<file path="src/mandel_pkg.sv">
// Shared types and constants for the escape-time point tester.
// Used by mandel_cfg, mandel_cell and mandelbrot_escape_time; no dependencies.
package mandel_pkg;

    localparam int ITER_BITS     = 12;
    localparam int C_BITS        = 32;
    localparam int Z_BITS        = 34;
    localparam int FRAC_BITS     = 26;
    localparam int LIMIT_BITS    = 31;
    localparam int PROD_BITS     = 64;
    localparam int APB_ADDR_BITS = 3;
    localparam int APB_DATA_BITS = 32;
    localparam int NUM_CELLS_DEF = 4;

    localparam logic [ITER_BITS-1:0]  MAX_ITER_RESET = ITER_BITS'(20);
    localparam logic [LIMIT_BITS-1:0] LIMIT_RESET    = LIMIT_BITS'(536870912);

    localparam logic signed [Z_BITS-1:0] Z_BIG_POS = Z_BITS'(64'sd2147483647);
    localparam logic signed [Z_BITS-1:0] Z_BIG_NEG = Z_BITS'(-64'sd2147483647);

    localparam logic REG_MAX_ITER = 1'b0;
    localparam logic REG_LIMIT    = 1'b1;

    typedef struct packed {
        logic signed [C_BITS-1:0] c_real;
        logic signed [C_BITS-1:0] c_imag;
    } t_in;

    typedef struct packed {
        logic [ITER_BITS-1:0] iter_count;
        logic                 escaped;
    } t_out;

    typedef struct packed {
        logic [ITER_BITS-1:0]  max_iter;
        logic [LIMIT_BITS-1:0] limit;
    } t_cfg;

    typedef struct packed {
        logic                     valid;
        logic                     done;
        logic                     escaped;
        logic [ITER_BITS-1:0]     k;
        logic signed [Z_BITS-1:0] zr;
        logic signed [Z_BITS-1:0] zi;
        logic signed [C_BITS-1:0] cr;
        logic signed [C_BITS-1:0] ci;
    } t_slot;

    typedef struct packed {
        logic                        valid;
        logic                        done;
        logic                        escaped;
        logic                        big;
        logic [ITER_BITS-1:0]        k;
        logic signed [C_BITS-1:0]    cr;
        logic signed [C_BITS-1:0]    ci;
        logic signed [PROD_BITS-1:0] rr;
        logic signed [PROD_BITS-1:0] ii;
        logic signed [PROD_BITS-1:0] ri;
    } t_prod;

endpackage

</file>
<file path="src/mandel_cfg.sv">
// Configuration registers behind an APB-style port: iteration limit and
// squared escape radius. Depends on mandel_pkg.
module mandel_cfg (
    input  logic                                  i_clk,
    input  logic                                  i_rst_n,
    input  logic                                  psel,
    input  logic                                  penable,
    input  logic                                  pwrite,
    input  logic [mandel_pkg::APB_ADDR_BITS-1:0]  paddr,
    input  logic [mandel_pkg::APB_DATA_BITS-1:0]  pwdata,
    output logic [mandel_pkg::APB_DATA_BITS-1:0]  prdata,
    output logic                                  pready,
    output mandel_pkg::t_cfg                      o_cfg
);
    import mandel_pkg::*;

    t_cfg r_cfg;
    t_cfg n_cfg;
    logic w_wr;
    logic w_sel;

    assign w_wr   = psel & penable & pwrite;
    assign w_sel  = paddr[2];
    assign pready = 1'b1;
    assign o_cfg  = r_cfg;

    always_comb begin
        n_cfg = r_cfg;
        if (w_wr) begin
            case (w_sel)
                REG_MAX_ITER: n_cfg.max_iter = pwdata[ITER_BITS-1:0];
                REG_LIMIT:    n_cfg.limit    = pwdata[LIMIT_BITS-1:0];
                default:      n_cfg = r_cfg;
            endcase
        end
    end

    always_comb begin
        case (w_sel)
            REG_MAX_ITER: prdata = APB_DATA_BITS'(r_cfg.max_iter);
            REG_LIMIT:    prdata = APB_DATA_BITS'(r_cfg.limit);
            default:      prdata = '0;
        endcase
    end

    always_ff @(posedge i_clk) begin
        if (!i_rst_n) begin
            r_cfg.max_iter <= MAX_ITER_RESET;
            r_cfg.limit    <= LIMIT_RESET;
        end else begin
            r_cfg <= n_cfg;
        end
    end

endmodule

</file>
<file path="config.mk">
export PLATFORM = sky130hd
export DESIGN_NAME = mandel_cfg
export DESIGN_NICKNAME = d
export VERILOG_FILES = /design/src/mandel_pkg.sv /design/src/mandel_cfg.sv
export SDC_FILE = /design/constraint.sdc
export NUM_CORES = 1
export LEC_CHECK = 0
export BUFFER_PORTS_ARGS = -buffer_cell sky130_fd_sc_hd__buf_2
export CORE_ASPECT_RATIO = 1.25
export CORE_UTILIZATION = 44
export CTS_CLUSTER_DIAMETER = 100
export DETAILED_ROUTE_END_ITERATION = 8
export PLACE_DENSITY = 0.8
export SLEW_MARGIN = 20
export SYNTH_ARGS = -nofsm -noshare
export SYNTH_HDL_FRONTEND = slang
export SYNTH_SLANG_ARGS = --single-unit
</file>
<file path="constraint.sdc">
create_clock -name i_clk -period 1.5 [get_ports i_clk]
set_clock_uncertainty 0.1 [all_clocks]
set_input_delay 0.225 -clock i_clk [delete_from_list [all_inputs] [get_ports i_clk]]
set_output_delay 0.225 -clock i_clk [all_outputs]
set_load 0.02 [all_outputs]
</file>
==> flow_summary_export.csv <==
group,metric,value,unit
timing,setup_tns_final,0,ps
power,power.total,2.29,mW
finish,layout_commonest_cell,"buf_2",
run,max_cap_viol_count,0,
critical_path,worst_setup_startpoint,"paddr[2]",
global_routing,grt_pass1_vias,1603,
timing,final_critical_path_setup_slack,90.5,ps
yosys,synth.yosys.warnings,0,
hold_path,min-delay-start,"pwdata[20]",
global_routing,grt_overflow_total,0,
routing,wl_per_cell,11.4,microns
critical_path,critical_path.reg2reg.startpoint,"o_cfg[33]$_SDFFE_PN1P_",
placed_design,dp_hpwl,3.34,mm
clock_network,cts_buffer_count,5,
finish,largest_register_ffs,43,
global_routing,grt_pass1_wl,6.96,mm
critical_path,cp_data_arrival_time,1080,ps
yosys,synth-seq-cells,43,
clock_network,numClockSinks,43,
placed_design,finalWeightedCongestion,0.748,
die,die_area,4900,sq um
critical_path,worst-path-max-fanout,8,
finish,insertedDiodeCount,0,
die,top_level_ports,116,
routing,drt-pass1-iter-count,4,
clock_network,cts_setup_buffers,0,
critical_path,critical_path.endpoint_type,"output pin",
yosys,synth_area,2030,sq um
routing,drt_drc_violations_left,0,
finish,areaGrowthSynthToFinish,35.0,%
finish,drive_above_1_share,42.9,%
die,floorplan.rows,27,
timing,max_clock_freq,0.709,GHz
die,coreArea,4430,sq um
critical_path,slowest_stage,"mux2_2",
critical_path,worstRegToRegCells,2,
outcome,status,"finished clean",
yosys,synth.avg_cell_area,9.33,sq um
placed_design,pre_cts_slack,90.7,ps
clock_network,postCtsResizedCells,0,
routing,initialDrtViolationCount,71,
placed_design,place_inst,376,
critical_path,critPathMaxStageDelay,330,ps
hold_path,timing.hold.worst_path_depth,3,
power,p_leak,1.41,nW
timing,hold_viol,0,
global_routing,grt_antenna_before_repair,0,
timing,finalWorstPathRequiredPeriod,1410,ps
power,ir_worst_vdd,0.615,mV
timing,final_min_period_over_clock_period,94.0,%
clock_network,cts-htree-levels,2,
critical_path,required,1170,ps
global_routing,pin_count_of_the_biggest_net_entering_global_routing,33,
power,power-per-cell-area,835,nW/um^2
critical_path,timing.critical_path.mode_cell,"buf_2",
clock_network,ctsHoldBuffers,0,
critical_path,regToRegEndpoint,"o_cfg[33]$_SDFFE_PN1P_",
placed_design,portBuffers,110,
clock_network,cts.reportedPaths.clkPinSlew,80,ps
routing,detail_route.vias_per_cell,4.83,
clock_network,clk_latency,290,ps
finish,num-nets-final,365,
critical_path,rrSetupSlack,760,ps
yosys,syn_nets,258,
critical_path,setup.worst_path.start_class,"primary input",
hold_path,hold_path_class,"in2reg",
routing,residual_antenna_violating_net_count_after_detailed_routing,0,
finish,stdcell_count,384,
routing,final_wl,4.37,mm
timing,report.final.slew_viol_count,0,
die,start_util,46.0,%
clock_network,ctsLongestPathBuffers,2,
routing,routed-via-count,1855,
yosys,synth-seq-area-share,42.3,%
hold_path,hold_critical_path_endpoint,"o_cfg[20]$_SDFFE_PN0P_",
die,die_height,78.0,microns
clock_network,cts_root_cell,"clkbuf_8",
critical_path,cp_cell_sequence,"buf_2 > buf_12 > mux2_2 > buf_2",
timing,unrepaired_setup_endpoints_after_global_routing,"no",
clock_network,clock_tree_from_tritoncts,"built",
global_routing,grtUsageTotal,17.9,%
die,dieWidth,62.8,microns
critical_path,critical_path_class,"in2out",
finish,top_library_cells_by_usage_in_the_layout_fill_and_taps_aside,"buf_2 (110), nand2_1 (70), mux2i_1 (43), dfxtp_1 (43), and2_1 (19)",
yosys,synth.distinct_cells,17,
yosys,post_synth_inst_count,218,
timing,report.final.setup_viol,0,
synth_stat cells:
cell type / number / area, sq um
nand2_1: 70 / 263
and4_4: 1 / 11.3
buf_6: 1 / 11.3
nor2b_1: 6 / 37.5
buf_4: 3 / 22.5
and2_1: 19 / 119
buf_12: 3 / 60.1
conb_1: 2 / 7.51
buf_1: 1 / 3.75
nand4_1: 1 / 6.26
dfxtp_1: 43 / 861
and4b_1: 1 / 10.0
mux2_2: 12 / 135
nand4b_1: 1 / 8.76
mux2i_1: 43 / 430
buf_2: 5 / 25.0
clkbuf_1: 6 / 22.5
power breakdown:
part	internal (mW)	switching [mW]	total (mW)	leakage, nW
sequential	1.17	0.0174	1.18	0.348
clock	0.419	0.373	0.792	0.0505
combinational	0.141	0.177	0.318	1.02
layout make-up:
cell class | count | area [sq um]
fillers | 407 | 1680
well taps | 58 | 72.6
repair buffers | 119 | 681
flip-flops and latches | 43 | 861
multi-input cells | 156 | 1030
clock inverters | 1 | 7.51
clock buffers | 7 | 96.3
cell families after synthesis:
logic type | count (synthesis) | share of synthesized area [%]
simple gates | 99 | 22.4
mux | 55 | 27.8
flops | 43 | 42.3
buf+inv | 19 | 7.13
other cells | 2 | 0.369
stage by stage:
| step | area (sq um) | utilization [%] | hold WS (ps) |
|---|---|---|---|
| 4_1_cts | 2750 | 62.1 | 64.7 |
| 3_5_place_dp | 2640 | 59.7 | 361 |
| 2_1_floorplan | 2030 | - | 267 |
| 6_report | 2750 | 62.1 | 77.7 |
| 3_3_place_gp | 2640 | 59.7 | 349 |
| 5_1_grt | 2750 | 62.1 | 73.6 |
critical path, delay by kind of cell:
family / cells / cell delay (ps)
multiplexers: 1 / 330
buffers and inverters: 3 / 530
metal layers:
metal / global-route usage [%] / wire length (microns) / vias up
li1: - / - / 921
met1: 19.8 / 1860 / 855
met2: 32.6 / 2190 / 73
met3: 5.23 / 270 / 6
met4: 5.58 / 51 / 0
met5: 0 / 0 / -
worst max path at each step:
stage,endpoint,slack [ps],cells past startpoint
after floorplan,prdata[11],250,3
after global placement,prdata[2],100,4
after detailed placement,prdata[10],90,4
after CTS,prdata[10],90,4
after global routing,prdata[10],50,4
final,prdata[5],90,4
Note: power is estimated with default switching activity, not from simulation.
